### src/hdl/pulse_beat_rate_detector_macros.svh
// assertion macros shared by the detector
`ifndef PULSE_BEAT_RATE_DETECTOR_MACROS_SVH
`define PULSE_BEAT_RATE_DETECTOR_MACROS_SVH

// condition implies consequence in the same cycle
`define PBRD_ASSERT_NOW(label, cond, cons, msg) \
  label: assert property (@(posedge clk) disable iff (rst) (cond) |-> (cons)) \
    else $error(msg);

// condition implies consequence in the next cycle
`define PBRD_ASSERT_NEXT(label, cond, cons, msg) \
  label: assert property (@(posedge clk) disable iff (rst) (cond) |=> (cons)) \
    else $error(msg);

`endif

### src/hdl/pbrd_pkg.sv
package pbrd_pkg;

  // configuration register indexes
  localparam logic [2:0] CFG_MIN_BEAT   = 3'd0;
  localparam logic [2:0] CFG_MAX_BEAT   = 3'd1;
  localparam logic [2:0] CFG_TIMEOUT    = 3'd2;
  localparam logic [2:0] CFG_THR_FLOOR  = 3'd3;
  localparam logic [2:0] CFG_BASE_ALPHA = 3'd4;
  localparam logic [2:0] CFG_PEAK_DECAY = 3'd5;
  localparam logic [2:0] CFG_PEAK_GAIN  = 3'd6;

  localparam int CFG_IDX_W  = 3;
  localparam int CFG_DATA_W = 18;

  // register reset values
  localparam logic [15:0] MIN_BEAT_RST   = 16'd300;
  localparam logic [15:0] MAX_BEAT_RST   = 16'd2000;
  localparam logic [15:0] TIMEOUT_RST    = 16'd3000;
  localparam logic [17:0] THR_FLOOR_RST  = 18'd500;
  localparam logic [15:0] BASE_ALPHA_RST = 16'd62259;
  localparam logic [15:0] PEAK_DECAY_RST = 16'd64225;
  localparam logic [15:0] PEAK_GAIN_RST  = 16'd1311;

  // fixed point widths
  localparam int SAMPLE_W = 18;
  localparam int LEVEL_W  = 34;
  localparam int COEF_W   = 17;
  localparam int PROD_W   = LEVEL_W + COEF_W;
  localparam int NUM_W    = 24;
  localparam int DEN_W    = 16;

  // 60000 bpm-ms in Q16.8
  localparam logic [NUM_W-1:0] RATE_NUM = 24'd15360000;

  localparam int AVG_DEPTH_DEF   = 4;
  localparam int SAMPLE_BITS_DEF = 18;

endpackage

### src/hdl/pbrd_smul.sv
module pbrd_smul #(
  parameter int AW = pbrd_pkg::LEVEL_W,
  parameter int BW = pbrd_pkg::COEF_W
) (
  input  logic             clk,
  input  logic             rst,
  input  logic             start,
  input  logic [AW-1:0]    a,
  input  logic [BW-1:0]    b,
  output logic             done,
  output logic [AW+BW-1:0] prod
);
  import pbrd_pkg::*;

  localparam int CW = $clog2(BW + 1);

  logic [AW-1:0] a_q;
  logic [AW-1:0] hi;
  logic [BW-1:0] lo;
  logic [CW-1:0] cnt;
  logic          busy;
  logic [AW:0]   sum;

  // one multiplier bit per cycle, product shifts in from the top
  assign sum  = {1'b0, hi} + (lo[0] ? {1'b0, a_q} : {(AW + 1){1'b0}});
  assign prod = {hi, lo};

  always_ff @(posedge clk) begin
    if (rst) begin
      busy <= 1'b0;
      done <= 1'b0;
      cnt  <= '0;
    end else begin
      done <= 1'b0;
      if (start) begin
        a_q  <= a;
        hi   <= '0;
        lo   <= b;
        cnt  <= '0;
        busy <= 1'b1;
      end else if (busy) begin
        hi  <= sum[AW:1];
        lo  <= {sum[0], lo[BW-1:1]};
        cnt <= cnt + 1'b1;
        if (cnt == CW'(BW - 1)) begin
          busy <= 1'b0;
          done <= 1'b1;
        end
      end
    end
  end

endmodule

### src/hdl/pbrd_sdiv.sv
module pbrd_sdiv #(
  parameter int NW = pbrd_pkg::NUM_W,
  parameter int DW = pbrd_pkg::DEN_W
) (
  input  logic          clk,
  input  logic          rst,
  input  logic          start,
  input  logic [NW-1:0] num,
  input  logic [DW-1:0] den,
  output logic          done,
  output logic [NW-1:0] quo
);
  import pbrd_pkg::*;

  localparam int CW = $clog2(NW + 1);

  logic [DW-1:0] den_q;
  logic [DW-1:0] rem;
  logic [CW-1:0] cnt;
  logic          busy;
  logic [DW:0]   trial;
  logic          fits;

  // restoring division, one quotient bit per cycle
  assign trial = {rem, quo[NW-1]};
  assign fits  = trial >= {1'b0, den_q};

  always_ff @(posedge clk) begin
    if (rst) begin
      busy <= 1'b0;
      done <= 1'b0;
      cnt  <= '0;
    end else begin
      done <= 1'b0;
      if (start) begin
        den_q <= den;
        rem   <= '0;
        quo   <= num;
        cnt   <= '0;
        busy  <= 1'b1;
      end else if (busy) begin
        rem <= fits ? DW'(trial - {1'b0, den_q}) : trial[DW-1:0];
        quo <= {quo[NW-2:0], fits};
        cnt <= cnt + 1'b1;
        if (cnt == CW'(NW - 1)) begin
          busy <= 1'b0;
          done <= 1'b1;
        end
      end
    end
  end

endmodule

### src/hdl/pulse_beat_rate_detector.sv
// Pulse beat and rate detector for one infrared photodiode channel.
// Input channel: in_valid/in_stall carry ir_sample and now_ms; one item is
// accepted when in_valid is high and in_stall low. Output channel:
// out_valid/out_stall carry heart_rate_q8, beat_seen, beat_counted, ac_level
// and thr_level, exactly one result item per input item.
// Configuration: cfg_write with cfg_index and cfg_data writes one register in
// a cycle; write only while no item is in flight.
// Sequence: baseline and peak products run on two bit-serial multipliers
// side by side, and each product is used once both multipliers are done; the
// first sample after reset skips the baseline product. A counted beat adds
// two bit-serial divider passes, a summing step per valid ring entry and a
// step to start the mean.
// One item is in flight at a time; in_stall is high from accept until the
// result is loaded into the output register, and the next item is taken
// while that result waits.
// When the receiver stalls, the finished result holds in the output register
// and a following item finishes its work but waits before loading.
// Reset (rst, synchronous) restores register defaults, clears baseline, peak,
// beat history and rate; ring entries are not cleared.
module pulse_beat_rate_detector #(
  parameter int AVG_DEPTH   = pbrd_pkg::AVG_DEPTH_DEF,
  parameter int SAMPLE_BITS = pbrd_pkg::SAMPLE_BITS_DEF
) (
  input  logic                               clk,
  input  logic                               rst,
  input  logic                               in_valid,
  output logic                               in_stall,
  input  logic [pbrd_pkg::SAMPLE_W-1:0]      ir_sample,
  input  logic [31:0]                        now_ms,
  output logic                               out_valid,
  input  logic                               out_stall,
  output logic [15:0]                        heart_rate_q8,
  output logic                               beat_seen,
  output logic                               beat_counted,
  output logic signed [pbrd_pkg::SAMPLE_W:0] ac_level,
  output logic [pbrd_pkg::SAMPLE_W-1:0]      thr_level,
  input  logic                               cfg_write,
  input  logic [pbrd_pkg::CFG_IDX_W-1:0]     cfg_index,
  input  logic [pbrd_pkg::CFG_DATA_W-1:0]    cfg_data
);
  import pbrd_pkg::*;
  `include "pulse_beat_rate_detector_macros.svh"

  localparam int FW = $clog2(AVG_DEPTH + 1);
  localparam int PW = (AVG_DEPTH > 1) ? $clog2(AVG_DEPTH) : 1;
  localparam int SW = DEN_W + FW;
  localparam logic [SAMPLE_W-1:0] SMASK =
    (SAMPLE_BITS >= SAMPLE_W) ? {SAMPLE_W{1'b1}} : SAMPLE_W'((1 << SAMPLE_BITS) - 1);

  typedef enum logic [3:0] {
    S_IDLE, S_MUL1, S_AC, S_MUL2, S_DECIDE, S_DIV1, S_SUM, S_DIV2, S_TMO, S_OUT
  } state_t;

  state_t state;

  // configuration registers
  logic [15:0]         min_beat, max_beat, tmo;
  logic [SAMPLE_W-1:0] thr_floor;
  logic [15:0]         alpha, decay, gain;

  // detector state
  logic [LEVEL_W-1:0]  base, peak;
  logic                seeded, above_flag, last_valid;
  logic [31:0]         last_time;
  logic [15:0]         ring [AVG_DEPTH];
  logic [PW-1:0]       pos;
  logic [FW-1:0]       fill, idx;
  logic [SW-1:0]       sum;
  logic [15:0]         reported;

  // per item working registers
  logic [SAMPLE_W-1:0] sample_r;
  logic [31:0]         now_r;
  logic [SAMPLE_W:0]   ac_r;
  logic [SAMPLE_W-1:0] thr_r;
  logic                seen_r, counted_r;

  // serial unit handshakes
  logic               mul_start, mx_done, my_done;
  logic [LEVEL_W-1:0] mx_a, my_a;
  logic [COEF_W-1:0]  mx_b, my_b;
  logic [PROD_W-1:0]  mx_p, my_p;
  logic               div_start, dv_done;
  logic [NUM_W-1:0]   dv_num, dv_quo;
  logic [DEN_W-1:0]   dv_den;

  pbrd_smul #(.AW(LEVEL_W), .BW(COEF_W)) u_mul_x (
    .clk(clk), .rst(rst), .start(mul_start), .a(mx_a), .b(mx_b),
    .done(mx_done), .prod(mx_p)
  );

  pbrd_smul #(.AW(LEVEL_W), .BW(COEF_W)) u_mul_y (
    .clk(clk), .rst(rst), .start(mul_start), .a(my_a), .b(my_b),
    .done(my_done), .prod(my_p)
  );

  pbrd_sdiv #(.NW(NUM_W), .DW(DEN_W)) u_div (
    .clk(clk), .rst(rst), .start(div_start), .num(dv_num), .den(dv_den),
    .done(dv_done), .quo(dv_quo)
  );

  // combinational helpers
  logic [SAMPLE_W-1:0] sample_in;
  logic [SAMPLE_W:0]   ac_c;
  logic [SAMPLE_W-1:0] mag_c;
  logic [LEVEL_W-1:0]  decayed_c, fed_c, peak_c;
  logic [SAMPLE_W-1:0] thr_c;
  logic                above_c;
  logic [31:0]         interval_c, elapsed_c;
  logic [15:0]         rate_c;
  logic [PW-1:0]       pos_next;

  assign sample_in  = ir_sample & SMASK;
  assign ac_c       = {1'b0, sample_r} - {1'b0, base[LEVEL_W-1:16]};
  assign mag_c      = ac_c[SAMPLE_W] ? SAMPLE_W'(-ac_c) : ac_c[SAMPLE_W-1:0];
  assign decayed_c  = mx_p[LEVEL_W+15:16];
  assign fed_c      = my_p[LEVEL_W-1:0];
  assign peak_c     = (decayed_c > fed_c) ? decayed_c : fed_c;
  assign thr_c      = ({1'b0, peak_c[LEVEL_W-1:17]} < thr_floor) ?
                      thr_floor : {1'b0, peak_c[LEVEL_W-1:17]};
  assign above_c    = $signed({ac_r[SAMPLE_W], ac_r}) > $signed({2'b00, thr_r});
  assign interval_c = now_r - last_time;
  assign elapsed_c  = now_r - last_time;
  assign rate_c     = (dv_quo > NUM_W'(16'hFFFF)) ? 16'hFFFF : dv_quo[15:0];
  assign pos_next   = (pos == PW'(AVG_DEPTH - 1)) ? '0 : PW'(pos + 1'b1);
  assign in_stall   = (state != S_IDLE);

  // configuration writes
  always_ff @(posedge clk) begin
    if (rst) begin
      min_beat  <= MIN_BEAT_RST;
      max_beat  <= MAX_BEAT_RST;
      tmo       <= TIMEOUT_RST;
      thr_floor <= THR_FLOOR_RST;
      alpha     <= BASE_ALPHA_RST;
      decay     <= PEAK_DECAY_RST;
      gain      <= PEAK_GAIN_RST;
    end else if (cfg_write) begin
      case (cfg_index)
        CFG_MIN_BEAT:   min_beat  <= cfg_data[15:0];
        CFG_MAX_BEAT:   max_beat  <= cfg_data[15:0];
        CFG_TIMEOUT:    tmo       <= cfg_data[15:0];
        CFG_THR_FLOOR:  thr_floor <= cfg_data[SAMPLE_W-1:0];
        CFG_BASE_ALPHA: alpha     <= cfg_data[15:0];
        CFG_PEAK_DECAY: decay     <= cfg_data[15:0];
        CFG_PEAK_GAIN:  gain      <= cfg_data[15:0];
        default: ;
      endcase
    end
  end

  // item sequencer
  always_ff @(posedge clk) begin
    if (rst) begin
      state      <= S_IDLE;
      base       <= '0;
      peak       <= '0;
      seeded     <= 1'b0;
      above_flag <= 1'b0;
      last_time  <= '0;
      last_valid <= 1'b0;
      pos        <= '0;
      fill       <= '0;
      reported   <= '0;
      mul_start  <= 1'b0;
      div_start  <= 1'b0;
      out_valid  <= 1'b0;
    end else begin
      mul_start <= 1'b0;
      div_start <= 1'b0;
      if (out_valid && !out_stall && state != S_OUT) begin
        out_valid <= 1'b0;
      end
      case (state)
        S_IDLE: begin
          if (in_valid) begin
            sample_r <= sample_in;
            now_r    <= now_ms;
            if (!seeded) begin
              base   <= {sample_in, 16'd0};
              seeded <= 1'b1;
              state  <= S_AC;
            end else begin
              mx_a      <= base;
              mx_b      <= {1'b0, alpha};
              my_a      <= LEVEL_W'(sample_in);
              my_b      <= COEF_W'(17'h10000 - {1'b0, alpha});
              mul_start <= 1'b1;
              state     <= S_MUL1;
            end
          end
        end
        // baseline blend
        S_MUL1: begin
          if (mx_done && my_done) begin
            base  <= LEVEL_W'(mx_p[LEVEL_W+15:16] + my_p[LEVEL_W-1:0]);
            state <= S_AC;
          end
        end
        S_AC: begin
          ac_r      <= ac_c;
          mx_a      <= peak;
          mx_b      <= {1'b0, decay};
          my_a      <= LEVEL_W'(mag_c);
          my_b      <= {1'b0, gain};
          mul_start <= 1'b1;
          state     <= S_MUL2;
        end
        // peak tracker and threshold
        S_MUL2: begin
          if (mx_done && my_done) begin
            peak  <= peak_c;
            thr_r <= thr_c;
            state <= S_DECIDE;
          end
        end
        // rising crossing check
        S_DECIDE: begin
          above_flag <= above_c;
          seen_r     <= above_c && !above_flag;
          counted_r  <= 1'b0;
          state      <= S_TMO;
          if (above_c && !above_flag) begin
            last_time  <= now_r;
            last_valid <= 1'b1;
            if (last_valid && interval_c > {16'd0, min_beat} &&
                interval_c < {16'd0, max_beat}) begin
              dv_num    <= RATE_NUM;
              dv_den    <= interval_c[DEN_W-1:0];
              div_start <= 1'b1;
              state     <= S_DIV1;
            end
          end
        end
        S_DIV1: begin
          if (dv_done) begin
            ring[pos] <= rate_c;
            pos       <= pos_next;
            if (fill < FW'(AVG_DEPTH)) begin
              fill <= fill + 1'b1;
            end
            sum       <= '0;
            idx       <= '0;
            counted_r <= 1'b1;
            state     <= S_SUM;
          end
        end
        // sum the valid ring entries one per cycle
        S_SUM: begin
          if (idx < fill) begin
            sum <= sum + SW'(ring[idx[PW-1:0]]);
            idx <= idx + 1'b1;
          end else begin
            dv_num    <= NUM_W'(sum);
            dv_den    <= DEN_W'(fill);
            div_start <= 1'b1;
            state     <= S_DIV2;
          end
        end
        S_DIV2: begin
          if (dv_done) begin
            reported <= dv_quo[15:0];
            state    <= S_TMO;
          end
        end
        // silence clears beat history and the reported rate
        S_TMO: begin
          if (last_valid && elapsed_c > {16'd0, tmo}) begin
            last_valid <= 1'b0;
            last_time  <= '0;
            fill       <= '0;
            pos        <= '0;
            reported   <= '0;
          end
          state <= S_OUT;
        end
        S_OUT: begin
          if (!out_valid || !out_stall) begin
            heart_rate_q8 <= reported;
            beat_seen     <= seen_r;
            beat_counted  <= counted_r;
            ac_level      <= ac_r;
            thr_level     <= thr_r;
            out_valid     <= 1'b1;
            state         <= S_IDLE;
          end
        end
        default: state <= S_IDLE;
      endcase
    end
  end

  // checks
  `PBRD_ASSERT_NEXT(a_one_in_flight, in_valid && !in_stall, in_stall, "item overlap")
  `PBRD_ASSERT_NOW(a_counted_is_seen, out_valid && beat_counted, beat_seen, "count w/o beat")
  `PBRD_ASSERT_NOW(a_empty_rate_zero, fill == '0, reported == '0, "rate without history")
  `PBRD_ASSERT_NOW(a_fill_bound, 1'b1, fill <= FW'(AVG_DEPTH), "ring overfilled")

endmodule
### config.mk
export PLATFORM = sky130hd
export DESIGN_NAME = pulse_beat_rate_detector
export DESIGN_NICKNAME = d
export VERILOG_FILES = /design/src/hdl/pbrd_pkg.sv /design/src/hdl/pbrd_smul.sv /design/src/hdl/pbrd_sdiv.sv /design/src/hdl/pulse_beat_rate_detector.sv
export VERILOG_INCLUDE_DIRS = /design/src /design/src/hdl
export SDC_FILE = /design/constraint.sdc
export NUM_CORES = 2
export LEC_CHECK = 0
export ABC_AREA = 1
export ABC_CLOCK_PERIOD_IN_PS = 7820
export BUFFER_PORTS_ARGS = -buffer_cell sky130_fd_sc_hd__clkbuf_2
export CAP_MARGIN = 0
export CORE_ASPECT_RATIO = 0.5
export CORE_UTILIZATION = 57
export DETAILED_ROUTE_END_ITERATION = 10
export PLACE_DENSITY = 0.77
export SYNTH_ARGS = -nofsm -noshare
export SYNTH_HDL_FRONTEND = slang
export SYNTH_SLANG_ARGS = --single-unit
export TNS_END_PERCENT = 100
### constraint.sdc
create_clock -name clk -period 7.82 [get_ports clk]
set_input_delay 1.564 -clock clk [delete_from_list [all_inputs] [get_ports clk]]
set_output_delay 1.564 -clock clk [all_outputs]
set_load 0.01 [all_outputs]
==> summary.txt <==
Outcome
  – Status: complete, but fails checks
  – Failing checks: DRC

Clock tree
  – Htree depth: 3
  – Worst-path clk slew: around 0.070 ns
  – CTS tree: done
  – Post-CTS sizing: 0
  – Clock buffer depth: 3
  – Clock sink total: slightly above 800
  – Clock latency on the worst-skew pair: roughly 0.67 ns
  – Root buf cell: clkbuf_16
  – Post-CTS setup buffer count: 0
  – CTS buffer count: between 70 and 80
  – Hold buffer count at cts: 0

Finish
  – Footprint of the multi-input gates: 0.0188 mm2
  – # fillers: between 6,000 and 7,000
  – Number of diodes: 0
  – Most common cell after layout, fill and taps aside: nand2_1
  – Area grow syn2layout: 9.41%
  – Final non-filler cell total: between 6,000 and 7,000
  – Layout cell share with drive strength beyond 1: just over 8%
  – Nets: 5,671
  – Most frequent cells in the layout: nand2_1 (1,080), inv_1 (768), edfxtp_1 (561), a21oi_1 (445), o21ai_0 (442)
  – FF+latch area: between 0.02 and 0.025 mm2

Drt
  – Met3 wire len: 12,400 um
  – First DRT Iteration DRCs: between 4,000 and 5,000
  – Met2 WL: 55,900 um
  – Detailed Routing Iterations Pass 1: 11
  – Metal-1 WL: 55,400 um
  – Detailed Route WL: roughly 130,000 um
  – Via count: 37,000
  – Wire per inst: 19.8 um
  – Remaining antenna violation count: 0
  – DR DRC count: 1
  – Vias per inst: between 5 and 6
  – Max Used Layer: met4

Placed design
  – DP Worst Slack: 2.30 ns
  – Detail Placement HPWL: 92,600 um
  – GPL Wtd Cong: between 1 and 1.5
  – Placed Instances: about 6,300
  – IO Port Bufs: roughly 130

Synth
  – Cell variety after synth: 63
  – Seq cells post-synth: a little over 800
  – Syn Area/Cell: around 8.6 um2
  – Async SR Flop Fraction: 0%
  – Cell Area, Synth: about 0.045 mm2
  – Post-Synthesis Cells: 5,189
  – Syn Nets: approximately 5,600
  – Seq/Total Area, Yosys: roughly half
  – Ys flop type: edfxtp_1
  – Post-synth EDFFs: around 560
  – Yosys warns: 0

Timing
  – Least-Margin Pin Slew: around 1.2 ns
  – Final min period: 5.62 ns
  – RSZ-0062 raised after global routing: false
  – Final worst-path cycle share: 71.9%
  – TNS Setup: 0 ns
  – Slew Limit Fails: 0
  – Setup violators final: 0
  – Max Fclk: between 150 and 200 MHz
  – Fin. Hold Viols: 0
  – Slew headroom: 20.5%
  – Final setup margin: ~2.2 ns
  – Worst clock skew: between 0.015 and 0.02 ns

Critical path
  – CP startpoint kind: flop
  – Critical Path End Type: flop
  – Critical path class: reg2reg
  – Arr. time, crit path: between 6 and 7 ns
  – Worst r2r path cells: 19
  – CP Max Fanout: 34
  – CP required: approximately 8.3 ns

Job
  – Max_cap viols: 0

Floorplanning
  – Core box area: 0.0773 mm2
  – Starting density of the core: between 50% and 60%
  – Die W: about 400 um
  – FP Rows: 72
  – Die ar.: just under 0.08 mm2
  – Die Height: approximately 200 um
  – IO Pins: approximately 130

Power
  – Design Power: between 10 and 15 mW
  – P_leak: approximately 21 nW
  – Worst VDD drop: 296 uV
  – Cell area power density: around 300 mW/mm2

Worst hold path
  – Worst hold stages: 0
  – HP Class: reg2reg

Global route
  – Antenna violations before repair: 2
  – First-pass GRT wire length: 195,000 um
  – Tot GR Track Use: between 30 and 40%
  – Largest net degree at the start of global routing: about 120
  – Total grt overflow: 0
  – Vias in the first global route: between 30,000 and 40,000
[power breakdown]
part / internal [mW] / switching [mW] / leakage, nW
Combinational: 1.46 / 3.80 / 12.4
Clock: 2.02 / 1.73 / 1.21
Sequential: 5.44 / 0.280 / 7.14
Total: 8.91 / 5.81 / 20.7
[critical path, cell delays in order, from the launching register on]
cell	delay [ns]
edfxtp_1	0.45
ha_1	0.41
a21oi_1	0.16
nor2_1	0.05
o21ai_0	0.28
nand3b_1	0.13
a31oi_1	0.17
nand3_1	0.13
nand2_2	0.48
inv_1	0.23
buf_4	0.28
o21ai_0	0.62
ha_1	0.38
a21oi_1	0.12
o21ai_0	0.09
nand2_1	0.07
a31oi_1	0.08
a211oi_1	0.23
nand2_1	0.63
o21ai_0	0.42
[synthesized netlist by cell type, types with 30 or more instances]
| cell | number | area share (%) |
|---|---|---|
| nand3_1 | 152 | 1.7 |
| nand2_2 | 39 | 0.55 |
| edfxtp_1 | 561 | 38 |
| nand2_1 | 1081 | 9.1 |
| o211ai_1 | 48 | 0.81 |
| ha_1 | 296 | 8.3 |
| nor2_1 | 430 | 3.6 |
| a31oi_1 | 30 | 0.42 |
| clkbuf_1 | 123 | 1.0 |
| a21oi_1 | 448 | 5.0 |
| xor2_1 | 58 | 1.1 |
| o21ai_0 | 443 | 5.0 |
| dfxtp_1 | 268 | 12 |
| nor3_1 | 54 | 0.61 |
| inv_1 | 772 | 6.5 |
| nand4_1 | 82 | 1.2 |
| a21oi_2 | 31 | 0.61 |
[final cells by class]
cell class | instances | share of cell area, %
flip-flops and latches | 829 | 45.6
multi-input cells | 3424 | 38.6
well taps | 1036 | 2.66
inverters | 786 | 6.06
clock buffers | 109 | 4.42
repair buffers | 176 | 2.04
clock inverters | 31 | 0.596
[metal layers]
layer / vias to the layer above / track usage, %
li1: 17600 / -
met1: 17600 / 45.7
met2: 1619 / 49.8
met3: 211 / 6.14
met4: 0 / 8.76
met5: - / 0
[sequential cells by signal (all words and copies together), names as in the netlist, 17 cells and up, named ones only]
signal / count
u_mul_x.a_q: 34
last_time: 32
u_mul_x.lo: 17
ac_r: 19
u_mul_y.hi: 34
ac_level: 19
peak: 34
u_mul_x.hi: 34
thr_r: 18
u_mul_y.a_q: 18
base: 34
my_b: 17
u_mul_y.lo: 17
thr_level: 18
ring: 64
mx_a: 34
now_r: 32
u_div.quo: 24
dv_num: 20
sample_r: 18
my_a: 18
sum: 19
thr_floor: 18
[worst paths after layout]
check                                     from                       end  slack, ns
setup / recovery  u_mul_x.hi[22]$_SDFFCE_PP0P_        thr_r[4]$_DFFE_PP_       2.20
hold reg to reg              mx_a[2]$_DFFE_PP_  u_mul_x.a_q[2]$_DFFE_PP_       0.41
setup reg to reg  u_mul_x.hi[22]$_SDFFCE_PP0P_        thr_r[4]$_DFFE_PP_       2.20
hold / removal               mx_a[2]$_DFFE_PP_  u_mul_x.a_q[2]$_DFFE_PP_       0.41
[metrics by stage]
step | instance area, um2 | util [%] | hold WS [ns]
6_report | 48700 | 63.0 | 0.412
2_1_floorplan | 44500 | - | 0.400
3_5_place_dp | 46300 | 59.9 | 0.405
4_1_cts | 48700 | 63.0 | 0.413
5_1_grt | 48700 | 63.0 | 0.419
3_3_place_gp | 46300 | 59.9 | 0.401
[logic make-up after synthesis]
| logic type | after synthesis | synth area share [%] |
|---|---|---|
| muxes | 2 | 0.0506 |
| xor gates and xnor gates | 66 | 1.30 |
| and+or+nand+nor | 1921 | 18.1 |
| DFF | 829 | 49.9 |
| buffers and inverters | 936 | 8.09 |
| AOI/OAI and AO/OA | 1132 | 14.0 |
| adders and majority gates | 303 | 8.63 |
Note: power is estimated with default switching activity, not from simulation.
